$ cat src/hw/rtl/assert_macros.svh
// Assertion macros shared by the line filter RTL.
`ifndef ASSERT_MACROS_SVH
`define ASSERT_MACROS_SVH

// Same-cycle implication, disabled during reset.
`define FLF_ASSERT_IMP(label, clk, rst, ante, cons, msg) \
   label: assert property (@(posedge clk) disable iff (rst) (ante) |-> (cons)) \
      else $error(msg);

// Next-cycle implication, disabled during reset.
`define FLF_ASSERT_NXT(label, clk, rst, ante, cons, msg) \
   label: assert property (@(posedge clk) disable iff (rst) (ante) |=> (cons)) \
      else $error(msg);

`endif

$ cat src/hw/rtl/flf_pkg.sv
// Types and constants of the mirrored-border line filter.
package flf_pkg;

   localparam int MAX_HALF_TAPS   = 12;
   localparam int SAMPLE_BITS     = 16;
   localparam int COEFF_BITS      = 16;
   localparam int COEFF_FRAC_BITS = 14;
   localparam int WIN_LEN         = 2 * MAX_HALF_TAPS + 1;
   localparam int PROD_BITS       = SAMPLE_BITS + COEFF_BITS;
   localparam int ACC_BITS        = PROD_BITS + $clog2(WIN_LEN);
   localparam int IDX_BITS        = $clog2(WIN_LEN);
   localparam int H_BITS          = 4;
   localparam int CNT_BITS        = 5;
   localparam int TAPS_PER_WORD   = 4;
   localparam int CSR_IDX_BITS    = 3;
   localparam int CSR_DATA_BITS   = 64;

   // Register indexes
   localparam logic [CSR_IDX_BITS-1:0] CSR_HALF_TAPS   = 3'd0;
   localparam int                      CSR_COEFF_FIRST = 1;

   typedef logic signed [SAMPLE_BITS-1:0] sample_type;
   typedef logic signed [COEFF_BITS-1:0]  coeff_type;
   typedef logic signed [ACC_BITS-1:0]    acc_type;
   typedef sample_type                    win_type [WIN_LEN];
   typedef coeff_type                     tap_type [WIN_LEN];

   typedef struct packed {
      logic last;
      logic err;
   } flag_type;

   typedef struct packed {
      sample_type sample_in;
      logic       line_end;
   } req_type;

   typedef struct packed {
      sample_type filtered;
      logic       line_done;
      logic       short_line_error;
   } rsp_type;

   typedef struct packed {
      logic [CSR_IDX_BITS-1:0]  reg_index;
      logic [CSR_DATA_BITS-1:0] wdata;
   } csr_type;

endpackage

$ cat src/hw/rtl/flf_out.sv
// Output stage: rounds and saturates the sum, gives zero for a short-line error, and holds the result.
module flf_out (
   input  logic               clock,
   input  logic               reset,
   input  logic               vld_in,
   output logic               rdy_out,
   input  flf_pkg::acc_type   acc_in,
   input  flf_pkg::flag_type  flag_in,
   output logic               rsp_valid,
   input  logic               rsp_ready,
   output flf_pkg::rsp_type   rsp_data
);
   import flf_pkg::*;

   localparam acc_type RND   = acc_type'(1) <<< (COEFF_FRAC_BITS - 1);
   localparam acc_type S_MAX = acc_type'((1 << (SAMPLE_BITS - 1)) - 1);
   localparam acc_type S_MIN = -S_MAX - acc_type'(1);

   logic    vld_ff;
   rsp_type data_ff;
   acc_type rounded;
   sample_type sat;

   assign rdy_out = !vld_ff || rsp_ready;

   // Round half up, then clamp
   always_comb begin
      rounded = (acc_in + RND) >>> COEFF_FRAC_BITS;
      if (rounded > S_MAX) begin
         sat = S_MAX[SAMPLE_BITS-1:0];
      end else if (rounded < S_MIN) begin
         sat = S_MIN[SAMPLE_BITS-1:0];
      end else begin
         sat = rounded[SAMPLE_BITS-1:0];
      end
   end

   always_ff @(posedge clock) begin
      if (reset) begin
         vld_ff <= 1'b0;
      end else if (rdy_out) begin
         vld_ff <= vld_in;
      end
   end

   always_ff @(posedge clock) begin
      if (rdy_out && vld_in) begin
         data_ff.filtered         <= flag_in.err ? '0 : sat;
         data_ff.line_done        <= flag_in.last;
         data_ff.short_line_error <= flag_in.err;
      end
   end

   assign rsp_valid = vld_ff;
   assign rsp_data  = data_ff;
endmodule
$ cat config.mk
export PLATFORM = sky130hd
export DESIGN_NAME = flf_out
export DESIGN_NICKNAME = d
export VERILOG_FILES = /design/src/hw/rtl/assert_macros.svh /design/src/hw/rtl/flf_pkg.sv /design/src/hw/rtl/flf_out.sv
export SDC_FILE = /design/constraint.sdc
export NUM_CORES = 1
export LEC_CHECK = 0
export BUFFER_PORTS_ARGS = -buffer_cell sky130_fd_sc_hd__buf_2
export CORE_UTILIZATION = 40
export DETAILED_ROUTE_END_ITERATION = 8
export PLACE_DENSITY = 0.81
export SKIP_CTS_REPAIR_TIMING = 1
export SLEW_MARGIN = 20
export SYNTH_ARGS = -nofsm -noshare
export SYNTH_HDL_FRONTEND = slang
export SYNTH_SLANG_ARGS = --single-unit
export TNS_END_PERCENT = 10
$ cat constraint.sdc
create_clock -name clock -period 2.3 [get_ports clock]
set_input_delay 0.115 -clock clock [delete_from_list [all_inputs] [get_ports clock]]
set_output_delay 0.115 -clock clock [all_outputs]
set_load 0.01 [all_outputs]
==> metrics.cfg <==
[status]
outcome=finished, final reports clean

[cts]
tritoncts=done
path_clk_slew_ns=0.10
cts_max_level=1
cts_buffers=3
clock_path_buffers=2
clock-root-buffer=clkbuf_4
clkLatencyLatePin_ns=0.28
clock_sinks=19

[critical_path]
crit_cells=9
cp-start-kind=primary input
arrival_ns=1.98
timing.rr.end=rsp_data[11]
path_delay_family=simple AND/OR/NAND/NOR gates
cp_max_fo=15
reg2reg_from=rsp_valid
crit_slowest_cell=o41ai_4
reg2reg_depth=2
critPathKind=primary input to flop
worstPathCellList=buf_2 -> nand4_4 -> buf_4 -> nor4_1 -> nand2_1 -> mux2i_1 -> o41ai_4 -> buf_12 -> o31ai_1
required_ns=2.33
critical_path_buf_inv_count=3
cp-end-kind=flop
critPathMaxStageDelay_ns=0.42
r2r_setup_slack_ns=0.87

[global_route]
grt_pass1_vias=931
grt_max_degree=19
antenna_found_initial=0
grt_pass1_wl_mm=3.97
grt_util_all_layers_pct=15.1
grt_overflow=0

[cells_and_area]
syn_to_final_growth_pct=29.5
seqCellArea_um2=561
final_layout_size_suffix_gt1_share_pct=35.2
n_fill_cell=276
fin_area_um2=1690
multiInputGateArea_um2=683
diodes=0
final_nets=227

[timing]
finalSetupViolCount=0
fmax_ghz=0.512
min_period_over_period_pct=84.9
clock-skew-final_ns=0.00440
worst_slew_pin_slew_ns=0.755
hold_viol_final=0
whs_ns=0.0604
period_needed_ns=1.95
slew_headroom_pct=49.7
finalSetupTns_ns=0
maxSlewViolCount=0
rsz0062_at_grt=false

[placed_design]
port_buffers=49
post_dp_cell_area_um2=1640
hpwl_mm=2.12
globalplace.congestion=0.805

[route]
drcViolationCount=0
detail-route-antenna-nets=0
drt_wl_total_mm=2.57
viasPerCell=5.03
vias=1136
firstDrtPassIters=4
wl_per_cell_um=11.4
drt_iter0_markers=29

[min_path]
hold_end=rsp_valid
hold_start=vld_in
hold_class=primary input to flop
hold-path-cell-count=3

[power]
peakVddDrop_mv=0.219
p_leak_uw=0.000655
p_per_area_nw_per_um2=446

[run]
drv_cap=0

[floorplan]
coreArea_um2=3080
die_h_um=59.1
pin_count=63
rows=20
die_x_um=59.1
start_util_pct=42.3
die-area_um2=3490

[yosys]
syn_nets=169
netlist_area_um2=1300
yosysTopAreaCell=edfxtp_1
yosys_warnings=0
ys_ff_latch=19
seq_area_frac_synth_pct=43.0
syn_inst=125
yosys-top-cells-area=edfxtp_1 (41%), o31ai_1 (8.1%), xnor2_1 (8.1%)
synth_cell_types=34
postSynthAreaPerCell_um2=10.4
synth_top_area_share_pct=41.5

[Yosys cell counts]
master,instances
mux2i_1,1
inv_1,3
nor3b_1,1
o211ai_1,1
buf_4,1
nand4_1,5
nor3_1,3
and4_1,2
nor4_1,4
o31a_1,2
buf_6,2
nor4b_1,1
edfxtp_1,18
ha_1,1
and3_1,4
o31ai_1,14
nand3_1,7
and2_1,2
xor2_1,7
o21ai_1,1
o21ai_0,2
nor2_1,10
clkbuf_1,2
dfxtp_1,1
nand2b_1,2
a21oi_1,1
a41oi_2,1
dlygate4sd3_1,1
o41ai_4,1
nand4_4,1
a31oi_1,1
or4_4,1
nand2_1,9
xnor2_1,12
[through the flow]
| step | std cells | worst slack, ns | util (%) | total power (uW) |
|---|---|---|---|---|
| after floorplan | 125 | 0.183 | - | 518 |
| after global placement | 220 | 0.0879 | 53.3 | 597 |
| after detailed placement | 220 | 0.0420 | 53.3 | 601 |
| after CTS | 224 | 0.342 | 54.1 | 751 |
| after global routing | 226 | 0.180 | 54.8 | 791 |
| final | 226 | 0.347 | 54.8 | 752 |
[cells in the final DEF, fill, tap and decap left out]
cell type	netlist	routed
a21oi_1	1	1
a31oi_1	1	1
a41oi_2	1	1
and2_1	2	2
and3_1	4	4
and4_1	2	2
buf_12	0	2
buf_2	0	49
buf_4	1	6
clkbuf_1	2	1
clkbuf_4	0	3
dfxtp_1	1	1
dlygate4sd3_1	1	2
edfxtp_1	18	18
ha_1	1	1
inv_1	3	3
mux2i_1	1	1
nand2_1	9	9
nand2b_1	2	2
nand3_1	7	7
nand4_1	5	5
nand4_4	1	1
nor2_1	10	10
nor3_1	3	3
nor3b_1	1	1
nor4_1	4	4
nor4b_1	1	1
o211ai_1	1	1
o21ai_0	2	2
o21ai_1	1	1
o31a_1	2	2
o31ai_1	14	14
o41ai_4	1	1
or4_4	1	1
xnor2_1	12	12
xor2_1	7	7
[per-layer routing]
layer | part of all wire, % | global-route usage, %
met5 | 0 | 0
met4 | 1.0 | 7.14
met3 | 3.3 | 0.873
met2 | 51 | 27.4
met1 | 45 | 18.0
[how the worst max path moves through the flow]
| stage | startpoint | end | slack, ns |
|---|---|---|---|
| 3_3_place_gp | acc_in[17] | rsp_data[15] | 0.09 |
| 2_1_floorplan | acc_in[13] | rsp_data[6] | 0.18 |
| 3_5_place_dp | acc_in[17] | rsp_data[4] | 0.04 |
| 4_1_cts | acc_in[17] | rsp_data[4] | 0.34 |
| 6_report | acc_in[17] | rsp_data[4] | 0.35 |
| 5_1_grt | acc_in[13] | rsp_data[5] | 0.18 |
[worst min-delay path, stage by stage]
cell	delay (ns)
buf_2	0.10
inv_1	0.04
a21oi_1	0.05
[sequential cells by signal, summed over array words and instances (netlist names)]
signal     flops
rsp_data      18
rsp_valid      1
[layout make-up]
| type | instances | share of cell area, % |
|---|---|---|
| well taps | 44 | 3.26 |
| flip-flops and latches | 19 | 33.2 |
| inverters | 3 | 0.668 |
| repair buffers | 59 | 20.8 |
| multi-input cells | 97 | 40.5 |
| clock buffers | 4 | 1.56 |
[power breakdown]
group / switching [uW] / internal, uW
registers: 5.12 / 409
logic: 101 / 81.7
clock network: 88.2 / 67.3
[cells by family (layout without fill, tap and decap cells)]
| family | count (synthesis) | in the layout | synth area share, % |
|---|---|---|---|
| multiplexers | 1 | 1 | 0.769 |
| XOR/XNOR | 19 | 19 | 12.8 |
| buffers and inverters | 9 | 66 | 4.52 |
| AO/OA/AOI/OAI | 24 | 24 | 15.4 |
| adder cells (fa/ha/maj) | 1 | 1 | 0.960 |
| flip-flops | 19 | 19 | 43.0 |
| AND/OR/NAND/NOR | 52 | 52 | 22.6 |
Power figures use the tool's default switching activity.
