`config.mk`:
```
export PLATFORM = sky130hd
export DESIGN_NAME = flf_cell
export DESIGN_NICKNAME = d
export VERILOG_FILES = /design/src/hw/rtl/assert_macros.svh /design/src/hw/rtl/flf_pkg.sv /design/src/hw/rtl/flf_cell.sv
export SDC_FILE = /design/constraint.sdc
export NUM_CORES = 1
export LEC_CHECK = 0
export BUFFER_PORTS_ARGS = -buffer_cell sky130_fd_sc_hd__buf_2
export CAP_MARGIN = 20
export CELL_PAD_IN_SITES_DETAIL_PLACEMENT = 1
export CELL_PAD_IN_SITES_GLOBAL_PLACEMENT = 1
export CORE_AREA = 2 2 353 355
export DETAILED_ROUTE_END_ITERATION = 10
export DIE_AREA = 0 0 355 357
export PLACE_DENSITY_LB_ADDON = 0.12
export SLEW_MARGIN = 10
export SYNTH_ARGS = -nofsm -noshare
export SYNTH_HDL_FRONTEND = slang
export SYNTH_SLANG_ARGS = --single-unit
```
`constraint.sdc`:
```
create_clock -name clock -period 27.9 [get_ports clock]
set_input_delay 2.79 -clock clock [delete_from_list [all_inputs] [get_ports clock]]
set_output_delay 2.79 -clock clock [all_outputs]
set_load 0.005 [all_outputs]
```
`src/hw/rtl/assert_macros.svh`:
```
// Assertion macros shared by the line filter RTL.
`ifndef ASSERT_MACROS_SVH
`define ASSERT_MACROS_SVH

// Same-cycle implication, disabled during reset.
`define FLF_ASSERT_IMP(label, clk, rst, ante, cons, msg) \
   label: assert property (@(posedge clk) disable iff (rst) (ante) |-> (cons)) \
      else $error(msg);

// Next-cycle implication, disabled during reset.
`define FLF_ASSERT_NXT(label, clk, rst, ante, cons, msg) \
   label: assert property (@(posedge clk) disable iff (rst) (ante) |=> (cons)) \
      else $error(msg);

`endif

```
`src/hw/rtl/flf_pkg.sv`:
```
// Types and constants of the mirrored-border line filter.
package flf_pkg;

   localparam int MAX_HALF_TAPS   = 12;
   localparam int SAMPLE_BITS     = 16;
   localparam int COEFF_BITS      = 16;
   localparam int COEFF_FRAC_BITS = 14;
   localparam int WIN_LEN         = 2 * MAX_HALF_TAPS + 1;
   localparam int PROD_BITS       = SAMPLE_BITS + COEFF_BITS;
   localparam int ACC_BITS        = PROD_BITS + $clog2(WIN_LEN);
   localparam int IDX_BITS        = $clog2(WIN_LEN);
   localparam int H_BITS          = 4;
   localparam int CNT_BITS        = 5;
   localparam int TAPS_PER_WORD   = 4;
   localparam int CSR_IDX_BITS    = 3;
   localparam int CSR_DATA_BITS   = 64;

   // Register indexes
   localparam logic [CSR_IDX_BITS-1:0] CSR_HALF_TAPS   = 3'd0;
   localparam int                      CSR_COEFF_FIRST = 1;

   typedef logic signed [SAMPLE_BITS-1:0] sample_type;
   typedef logic signed [COEFF_BITS-1:0]  coeff_type;
   typedef logic signed [ACC_BITS-1:0]    acc_type;
   typedef sample_type                    win_type [WIN_LEN];
   typedef coeff_type                     tap_type [WIN_LEN];

   typedef struct packed {
      logic last;
      logic err;
   } flag_type;

   typedef struct packed {
      sample_type sample_in;
      logic       line_end;
   } req_type;

   typedef struct packed {
      sample_type filtered;
      logic       line_done;
      logic       short_line_error;
   } rsp_type;

   typedef struct packed {
      logic [CSR_IDX_BITS-1:0]  reg_index;
      logic [CSR_DATA_BITS-1:0] wdata;
   } csr_type;

endpackage

```
`src/hw/rtl/flf_cell.sv`:
```
// One tap cell: multiplies its operand by its tap and adds to the passing sum.
module flf_cell #(
   parameter int TAP = 0
) (
   input  logic                clock,
   input  logic                reset,
   input  logic                vld_in,
   output logic                rdy_out,
   input  flf_pkg::acc_type    acc_in,
   input  flf_pkg::win_type    ops_in,
   input  flf_pkg::flag_type   flag_in,
   input  flf_pkg::coeff_type  tap_in,
   output logic                vld_out,
   input  logic                rdy_in,
   output flf_pkg::acc_type    acc_out,
   output flf_pkg::win_type    ops_out,
   output flf_pkg::flag_type   flag_out
);
   import flf_pkg::*;

   logic                        vld_ff;
   acc_type                     acc_ff, acc_in_nxt;
   win_type                     ops_ff;
   flag_type                    flag_ff;
   logic signed [PROD_BITS-1:0] prod;

   // Stage moves when empty or when the next one takes its request
   assign rdy_out = !vld_ff || rdy_in;

   // Multiply-accumulate
   assign prod       = ops_in[TAP] * tap_in;
   assign acc_in_nxt = acc_in + ACC_BITS'(prod);

   always_ff @(posedge clock) begin
      if (reset) begin
         vld_ff <= 1'b0;
      end else if (rdy_out) begin
         vld_ff <= vld_in;
      end
   end

   always_ff @(posedge clock) begin
      if (rdy_out && vld_in) begin
         acc_ff  <= acc_in_nxt;
         ops_ff  <= ops_in;
         flag_ff <= flag_in;
      end
   end

   assign vld_out  = vld_ff;
   assign acc_out  = acc_ff;
   assign ops_out  = ops_ff;
   assign flag_out = flag_ff;
endmodule

```
==> out/summary.md, run 1 <==
Status
* finished, final reports clean — status

Timing
* 0 — final-report max-slew violation count
* 0.3155 — Slew headroom
* 0 — final number of hold-violating endpoints
* 0.3160 — share of the clock period used by the worst path
* 8.816 ns — final worst path period need
* 0 ns — Sum Neg Setup Slack
* 0.1134 GHz — maximum clock frequency
* 1.027 ns — Worst Max-Slew Pin Slew
* no — unrepaired setup endpoints after global routing
* 0 — final setup fails
* 0.02876 ns — worst clock skew on the final layout

Run
* 0 — max-cap violations

Cells and area
* 13200 um2 — flip-flop and latch area
* 10310 um2 — footprint of the multi-input gates
* buf_2, edfxtp_1, inv_1 — highest-count cells in the layout ignoring fill and taps
* buf_2 — most common cell after layout, fill and taps aside
* 13661 — number of filler cells placed in the layout
* 33.59% — Area growth syn-to-layout
* 4360 — number of standard cells in the layout, taps in and fillers out
* 3549 — final layout net count
* 0.3736 — proportion of layout cells with a drive suffix above 1

Pwr
* 2.861 mW — internal power contribution
* 0.144 — clock network power share
* 15.21 nW — leakage power of the design
* 159.1 nW/um2 — total power per unit cell area
* 0.669 — Combinational Power Share
* 0.187 — part of the total power dissipated in sequential elements
* 141.7 uV — Max IR drop VDD
* 0.4633 — switching power share of the total
* 2.469 mW — switching power summed over all nets

Worst setup path
* 4 — number of cell instances on the worst register-to-register path
* fa_1 — cell with the most instances on the worst path
* 0.72 ns — largest stage delay on the critical path
* a2111oi_0 — crit path max-delay cell type
* 9.19 ns — signal arrival time at the worst endpoint
* input pin to flop — crit path kind
* 17 — Critical Path Fanout Max
* 28.28 ns — worst path required time
* flop — endpoint type of the worst setup path
* buf_2, nand2_1, fa_1, inv_1, fa_1, fa_1, inv_1, fa_1, inv_1, fa_1, inv_1, fa_1, inv_1, ha_1, nand2_1, nor2_1, o2111ai_2, a2111oi_0, a211oi_1, o21bai_1, a2111oi_0, nand3b_1 — cells along the critical path
* input pin — category of the worst setup path launch point

CTS
* clkbuf_16 — library cell used as clock root buffer
* 0.66 ns — source-to-sink clock delay at the later pin of the worst-skew pair
* 3 — buffer depth of the longest clock path
* 2 — number of H-tree levels
* 0 — post-CTS setup buffers
* 0 — hold_buf cts
* 0.06 ns — clock-pin transition on the worst setup and hold timing paths
* 440 — sinks on the clock net
* 56 — TritonCTS buffer count
* yes — clock tree from TritonCTS
* 0 — PostCTS Resize Cnt

Logic synthesis
* 14.47 um2 — syn avg cell area
* 0.5257 — share of the synthesized area in the top cell type
* 0 — Async S/R FF share, synth
* 1733 — cell count after synthesis
* 440 — number of flip-flops and latches in the synthesized netlist
* 439 — number of flops mapped to enable cells by yosys
* edfxtp_1 — predominant post-synthesis flop cell
* 0.5265 — sequential area share after synthesis
* 2619 — number of nets in the synthesized netlist
* edfxtp_1 — top cell type by total area after synthesis
* edfxtp_1, fa_1, inv_1, ha_1, and2_1 — main area contributors after synthesis
* 25080 um2 — Cell Area, Synth
* 0 — Yosys warnings
* 50 — count of different cell masters after synthesis

Global route
* 0.1882 — GR Util All Layers
* 19122 — number of global-route vias before repair
* 72 — number of antenna violations at the first check in global routing
* 72 — maximum number of pins on one net before global-route repair
* 163000 um — global-route wire length before repair
* 0 — Remaining Overflow, GRT

Place
* 4242 — Cell Count Post-Placement
* 104200 um — placed wire-length estimate
* 0.8663 — gpl congestion
* 899 — count of input and output buffers

Min path
* 2 — Worst Hold Path Cells
* flop to flop — type of the most critical hold path

Route
* 5 — number of detailed-route iterations in the first pass
* 0 — DRC violation count after routing
* 121700 um — total length of routed wires
* 3.961 — via count normalized by instance count
* 27.92 um — drt wl/cell
* 903 — Detailed Route Iter0 Violations
* 0 — post-detailed-route count of antenna-violating nets
* 17272 — routed vias

Floorplanning
* 129 — number of cell rows
* 355 um — Die Wd
* 900 — number of top-level pins
* 357 um — Die Span Y
* 123000 um2 — Std-Cell Core Area
* 126700 um2 — die area
* 0.2039 — Starting Density

[metal layers]
metal  GRT usage  routed length [um]
met2      0.3486               64900
met5           0                 202
met1      0.2203               45930
met3     0.04026                7552
met4     0.04424                3166
[power groups by stage]
| stage | clock [mW] | sequential (mW) | combinational, mW |
|---|---|---|---|
| after floorplan | 0 | 1.03 | 2.56 |
| after global placement | 0 | 1.01 | 3.67 |
| after detailed placement | 0 | 1.01 | 3.69 |
| after CTS | 0.797 | 1.00 | 3.69 |
| after global routing | 0.819 | 1.01 | 4.05 |
| final | 0.767 | 0.999 | 3.56 |
[logic make-up after synthesis]
logic type,synth area share
AOI/OAI and AO/OA,0.02480
DFF,0.5265
buffers and inverters,0.06257
xor gates and xnor gates,0.01327
and+or+nand+nor,0.06457
adders and majority gates,0.3083
[metrics by stage]
step | utilization | worst slack [ns] | hold slack (ns) | power [mW] | area, um2
4_1_cts | 0.2721 | 19.14 | 0.6583 | 5.489 | 33460
3_5_place_dp | 0.2565 | 18.42 | 0.6521 | 4.702 | 31550
2_1_floorplan | - | 14.15 | 0.5225 | 3.592 | 25080
3_3_place_gp | 0.2565 | 18.40 | 0.6366 | 4.678 | 31550
6_report | 0.2724 | 19.08 | 0.6782 | 5.330 | 33500
5_1_grt | 0.2721 | 18.79 | 0.6874 | 5.879 | 33470
[path summary, 6_finish.rpt]
kind	from	to	slack, ns
min reg2reg	vld_out	vld_out	0.68
max reg2reg	vld_out	ops_out[365]	24.52
min	vld_out	vld_out	0.68
max	ops_in[394]	acc_out[22]	19.08
[flip-flops by register name, indices dropped and copies added (netlist names)]
| register | count |
|---|---|
| flag_out | 2 |
| vld_out | 1 |
| acc_out | 37 |
| ops_out | 400 |
[critical path, delay by kind of cell]
kind / cells / cell delay, ns
AO/OA/AOI/OAI: 5 / 1.59
adder cells (fa/ha/maj): 7 / 3.47
buffers and inverters: 6 / 0.60
AND/OR/NAND/NOR: 4 / 0.69
[cells in the mapped netlist, types with 2 or more instances]
cell	instances
a2111oi_0	3
edfxtp_1	439
o21bai_1	5
nor3_1	7
a21oi_1	21
nand2b_1	8
o21ai_0	12
nand3_1	5
clkbuf_1	32
a221oi_1	2
and2_1	107
a21oi_4	2
nor2_1	32
a21o_1	9
inv_1	381
xnor2_1	28
nand2_1	153
o21ai_1	3
buf_1	2
ha_1	109
a21oi_2	3
fa_1	318
a211oi_1	2
nor2b_1	4
nand4_1	3
and3_1	5
xor2_1	10
a31oi_1	3
o21a_1	3
o41ai_2	2
[final cells by class]
type                    count  area share
diodes                     14    0.001046
clock buffers              60     0.04228
clock inverters            44     0.01494
inverters                 381     0.04269
multi-input cells         877      0.3077
flip-flops and latches    440      0.3941
well taps                1637     0.06114
repair buffers            907      0.1361
Power figures use the tool's default switching activity.
==> run 2: changes to the inputs <==
clock period = 7.1 ns   (was 27.9 ns; I/O delays follow)
==> out/summary.md, run 2 (synthesized netlist as in run 1, its figures left out) <==
Global route
* 156 — maximum number of pins on one net before global-route repair, +120%
* 77 — number of antenna violations at the first check in global routing, +6.9%
* 0.1858 — GR Util All Layers, -0.002402
* 19416 — number of global-route vias before repair, +1.5%
* 0 — Remaining Overflow, GRT, unchanged
* 161900 um — global-route wire length before repair, -0.66%

Floorplanning
* 355 um — Die Wd, unchanged
* 0.2039 — Starting Density, unchanged
* 357 um — Die Span Y, unchanged
* 126700 um2 — die area, unchanged
* 123000 um2 — Std-Cell Core Area, unchanged
* 129 — number of cell rows, unchanged
* 900 — number of top-level pins, unchanged

CTS
* 2 — number of H-tree levels, unchanged
* 0 — PostCTS Resize Cnt, unchanged
* 0 — hold_buf cts, unchanged
* 0.06 ns — clock-pin transition on the worst setup and hold timing paths, about the same
* 56 — TritonCTS buffer count, unchanged
* 0 — post-CTS setup buffers, unchanged
* clkbuf_16 — library cell used as clock root buffer
* 0.65 ns — source-to-sink clock delay at the later pin of the worst-skew pair, about the same
* 3 — buffer depth of the longest clock path, unchanged
* 440 — sinks on the clock net, unchanged
* yes — clock tree from TritonCTS

Route
* 27.24 um — drt wl/cell, -2.5%
* 17423 — routed vias, +0.87%
* 0 — post-detailed-route count of antenna-violating nets, unchanged
* 3.937 — via count normalized by instance count, -0.63%
* 120600 um — total length of routed wires, -0.98%
* 0 — DRC violation count after routing, unchanged
* 966 — Detailed Route Iter0 Violations, +7.0%
* 4 — number of detailed-route iterations in the first pass, -1

Worst setup path
* fa_1 — crit path max-delay cell type
* 10 — Critical Path Fanout Max, -7
* 6.72 ns — signal arrival time at the worst endpoint, -2.47 ns
* 7.48 ns — worst path required time, -20.80 ns
* 4.62 ns — r2r setup slk, -19.90 ns
* buf_2, nand2_1, fa_1, inv_1, fa_1, inv_1, fa_1, inv_1, fa_1, fa_1, inv_1, fa_1, inv_1, ha_1, a21oi_1, o2111ai_1, nor4_2, o21ai_2, a41oi_4, nor4b_4, o41ai_2, xnor2_1 — cells along the critical path
* input pin to flop — crit path kind
* 0.62 ns — largest stage delay on the critical path, -0.10 ns
* input pin — category of the worst setup path launch point
* fa_1 — cell with the most instances on the worst path
* flop — endpoint type of the worst setup path

Timing
* no — unrepaired setup endpoints after global routing
* 6.336 ns — final worst path period need
* 0.02593 ns — worst clock skew on the final layout, -0.002835 ns
* 0.2349 ns — WHS, -0.4433 ns
* 0.1578 GHz — maximum clock frequency
* 0.8924 — share of the clock period used by the worst path
* 0 — final-report max-slew violation count, unchanged
* 0 — final number of hold-violating endpoints, unchanged
* 0 ns — Sum Neg Setup Slack, unchanged
* 0.3042 — Slew headroom, -0.01133
* 1.044 ns — Worst Max-Slew Pin Slew, +0.01699 ns
* 0 — final setup fails, unchanged

Place
* 104200 um — placed wire-length estimate, about the same
* 899 — count of input and output buffers, unchanged
* 0.8255 — gpl congestion, -4.7%

Cells and area
* 10310 um2 — footprint of the multi-input gates, unchanged
* 35.44% — Area growth syn-to-layout
* 0.2761 — final core utilization, +0.003774
* 13678 — number of filler cells placed in the layout, +0.12%
* buf_2, edfxtp_1, inv_1 — highest-count cells in the layout ignoring fill and taps
* 3608 — final layout net count, +1.7%
* buf_2 — most common cell after layout, fill and taps aside
* 400 — number of flip-flops in the largest register, unchanged
* 13200 um2 — flip-flop and latch area, unchanged
* 0.3876 — proportion of layout cells with a drive suffix above 1, +0.01407

Pwr
* 10.06 mW — switching power summed over all nets, +310%
* 648.1 nW/um2 — total power per unit cell area, +310%
* 0.687 — Combinational Power Share, +0.018
* 0.178 — part of the total power dissipated in sequential elements, -0.009
* 595.3 uV — Max IR drop VDD, +320%
* 15.50 nW — leakage power of the design, +1.9%
* 11.95 mW — internal power contribution, +320%
* 0.135 — clock network power share, -0.009
* 0.4570 — switching power share of the total, -0.006240

Run
* 0 — max-cap violations, unchanged

Min path
* input pin to flop — type of the most critical hold path

Status
* finished, final reports clean — status

-- run 2: cell count changes in the layout (fill, tap and decap cells not counted), sizes merged --
cell | before | now
buf | 907 | 966
bufinv | 9 | 8
clkbuf | 60 | 67
clkinv | 30 | 25
clkinvlp | 4 | 3
diode | 14 | 21
-- run 2: worst max-delay path, delay by kind of cell --
family	cells	cell delay, ns
adders and majority gates	7	3.45
AOI/OAI and AO/OA	5	1.37
buffers and inverters	6	0.55
and+or+nand+nor	3	0.52
xor gates and xnor gates	1	0.11
-- run 2: final cells by class --
class	count	area share
antenna	21	0.001547
clock buffer	67	0.04248
clock inverter	37	0.01334
inverter	381	0.04211
multi-input combinational	877	0.3035
sequential	440	0.3887
tap	1637	0.06031
timing repair buffer	966	0.1480
-- run 2: final timing paths --
kind,depth (start not counted),from,to
setup / recovery,22,tap_in[4],acc_out[35]
hold / removal,1,ops_in[204],ops_out[204]
setup reg to reg,3,vld_out,ops_out[134]
hold reg to reg,2,vld_out,vld_out
-- run 2: metrics by stage --
step	power [mW]	setup slack [ns]	std cells	cell area, um2
after floorplan	14.08	0.4157	1733	25080
after global placement	19.40	0.1938	4301	32010
after detailed placement	19.61	0.08112	4301	32010
after CTS	22.73	0.7599	4405	33910
after global routing	24.24	0.4392	4405	33910
final	22.01	0.7636	4426	33960
-- run 2: layer usage --
layer | part of all wire | global-route usage | wire [um]
met4 | 0.021 | 0.03898 | 2549
met3 | 0.069 | 0.04566 | 8351
met5 | 0.0032 | 0 | 389
met2 | 0.54 | 0.3517 | 65180
met1 | 0.37 | 0.2093 | 44080
-- run 2: power groups by stage --
stage	sequential [mW]	clock (mW)	combinational, mW
final	3.91	2.97	15.1
after CTS	3.92	3.08	15.7
after detailed placement	3.96	0	15.6
after floorplan	4.00	0	10.1
after global routing	3.94	3.16	17.1
after global placement	3.97	0	15.4
==> run 3: changes to the inputs <==
BUFFER_PORTS_ARGS = -buffer_cell sky130_fd_sc_hd__clkbuf_2   (was -buffer_cell sky130_fd_sc_hd__buf_2)
==> out/summary.md, run 3 (synthesized netlist as in run 1, its figures left out) <==
Status
* finished, final reports clean — status

Worst setup path
* ops_out[282] — r2r endpoint
* flop — endpoint type of the worst setup path
* input pin to flop — crit path kind
* 0.62 ns — largest stage delay on the critical path, about the same
* 11 — Critical Path Fanout Max, +1
* vld_out — FF-to-FF Start
* 6 — Bufs and invs on worst path, unchanged
* input pin — category of the worst setup path launch point
* fa_1 — cell with the most instances on the worst path
* acc_out[33] — Critical Path Sink
* adder cells — kind of cell adding the most delay to the critical path
* 22 — number of gates on the worst path with buffers counted, unchanged
* 7.48 ns — worst path required time, about the same
* fa_1 — crit path max-delay cell type
* tap_in[4] — Crit. Startpoint
* clkbuf_2, nand2_1, fa_1, inv_1, fa_1, inv_1, fa_1, inv_1, fa_1, fa_1, inv_1, fa_1, inv_1, ha_1, a21oi_1, o2111ai_1, nor4_2, o21ai_2, a41oi_4, nor4b_4, o41ai_2, xnor2_1 — cells along the critical path
* 6.77 ns — signal arrival time at the worst endpoint, +0.05 ns
* 4.52 ns — r2r setup slk, -0.10 ns
* 4 — number of cell instances on the worst register-to-register path, +1

Timing
* 0.02508 ns — worst clock skew on the final layout, -0.0008441 ns
* 0 — final-report max-slew violation count, unchanged
* 0.9000 — share of the clock period used by the worst path, +0.007550
* 0 ns — Sum Neg Setup Slack, unchanged
* 1.013 ns — Worst Max-Slew Pin Slew, -0.03105 ns
* 6.390 ns — final worst path period need, +0.05361 ns
* 0.1565 GHz — maximum clock frequency, -0.84%
* no — unrepaired setup endpoints after global routing
* 0 — final setup fails, unchanged
* 0.3249 — Slew headroom, +0.02070
* 0 — final number of hold-violating endpoints, unchanged

Cells and area
* 10310 um2 — footprint of the multi-input gates, unchanged
* 3624 — final layout net count, +0.44%
* 13745 — number of filler cells placed in the layout, +0.49%
* clkbuf_2 — most common cell after layout, fill and taps aside
* 0.3902 — proportion of layout cells with a drive suffix above 1, +0.002521
* 13200 um2 — flip-flop and latch area, unchanged
* 400 — number of flip-flops in the largest register, unchanged
* clkbuf_2, edfxtp_1, inv_1 — highest-count cells in the layout ignoring fill and taps
* 35.87% — Area growth syn-to-layout
* 34070 um2 — final non-filler cell area, +0.32%
* 0.2770 — final core utilization, +0.0008750

Route
* 0 — post-detailed-route count of antenna-violating nets, unchanged
* 3.937 — via count normalized by instance count, about the same
* 27.34 um — drt wl/cell, +0.38%
* 17446 — routed vias, +0.13%
* 993 — Detailed Route Iter0 Violations, +2.8%
* 121100 um — total length of routed wires, +0.49%
* 4 — number of detailed-route iterations in the first pass, unchanged
* 0 — DRC violation count after routing, unchanged

Global route
* 19376 — number of global-route vias before repair, -0.21%
* 161 — maximum number of pins on one net before global-route repair, +3.2%
* 0 — Remaining Overflow, GRT, unchanged
* 162400 um — global-route wire length before repair, +0.32%
* 0.1871 — GR Util All Layers, +0.001279
* 42 — number of antenna violations at the first check in global routing, -45%

Pwr
* 15.78 nW — leakage power of the design, +1.8%
* 663.7 nW/um2 — total power per unit cell area, +2.4%
* 621.7 uV — Max IR drop VDD, +4.4%

CTS
* 0 — PostCTS Resize Cnt, unchanged
* 0 — hold_buf cts, unchanged
* 3 — buffer depth of the longest clock path, unchanged
* 0 — post-CTS setup buffers, unchanged
* clkbuf_16 — library cell used as clock root buffer
* 440 — sinks on the clock net, unchanged
* 57 — TritonCTS buffer count, +1.8%
* yes — clock tree from TritonCTS
* 0.06 ns — clock-pin transition on the worst setup and hold timing paths, about the same
* 0.65 ns — source-to-sink clock delay at the later pin of the worst-skew pair, about the same
* 2 — number of H-tree levels, unchanged

Floorplanning
* 0.2039 — Starting Density, unchanged
* 900 — number of top-level pins, unchanged
* 355 um — Die Wd, unchanged
* 129 — number of cell rows, unchanged
* 126700 um2 — die area, unchanged
* 357 um — Die Span Y, unchanged
* 123000 um2 — Std-Cell Core Area, unchanged

Place
* 899 — count of input and output buffers, unchanged
* 32150 um2 — cell area reported after detailed placement, +0.43%
* 0.8363 — gpl congestion, +1.3%
* 104600 um — placed wire-length estimate, +0.40%

Min path
* input pin to flop — type of the most critical hold path

Run
* 0 — max-cap violations, unchanged

==> run 3: cell types whose count changed in the layout (fill, tap and decap cells not counted) <==
| cell | delta |
|---|---|
| buf_2 | -899 |
| clkinv_1 | +4 |
| bufinv_16 | -1 |
| diode_2 | -13 |
| clkinv_2 | -2 |
| inv_6 | +3 |
| clkinvlp_4 | -1 |
| clkbuf_2 | +899 |
| buf_4 | +13 |
| clkinv_8 | -1 |
| buf_12 | +2 |
| clkbuf_16 | +1 |
==> run 3: how the worst min path moves through the flow <==
stage / from / end / slack (ns) / depth (start not counted)
2_1_floorplan: vld_out / vld_out / 0.52 / 2
3_3_place_gp: vld_out / vld_out / 0.50 / 2
3_5_place_dp: vld_out / vld_out / 0.55 / 2
4_1_cts: ops_in[107] / ops_out[107] / 0.17 / 1
5_1_grt: ops_in[135] / ops_out[135] / 0.19 / 1
6_report: ops_in[273] / ops_out[273] / 0.23 / 1
==> run 3: power breakdown <==
group	total [mW]	internal [mW]	switching, mW
clock network	2.98	1.74	1.24
logic	15.7	6.79	8.91
registers	3.93	3.83	0.0994
==> run 3: area by class of cell <==
cell class                 count  share of cell area
clock inverter                39             0.01263
timing repair buffer         981              0.1516
multi-input combinational    877              0.3025
sequential                   440              0.3875
tap                         1637             0.06012
inverter                     381             0.04198
clock buffer                  68             0.04308
antenna                        8           0.0005876
==> run 3: metal layers <==
metal / global-route usage / share of wire / vias to the layer above
li1: - / - / 7578
met1: 0.2140 / 0.38 / 9176
met2: 0.3546 / 0.54 / 526
met3: 0.04163 / 0.053 / 134
met4: 0.03686 / 0.019 / 32
met5: 0 / 0.0017 / -
==> run 3: metrics by stage <==
stage          instances  power [mW]  setup WS [ns]  hold WS (ns)
3_3_place_gp        4316       20.08        0.08343        0.4975
2_1_floorplan       1733       14.08         0.4157        0.5223
3_5_place_dp        4316       20.13        0.08950        0.5453
5_1_grt             4424       24.91         0.4757        0.1874
6_report            4431       22.61         0.7100        0.2294
4_1_cts             4423       23.25         0.7696        0.1667
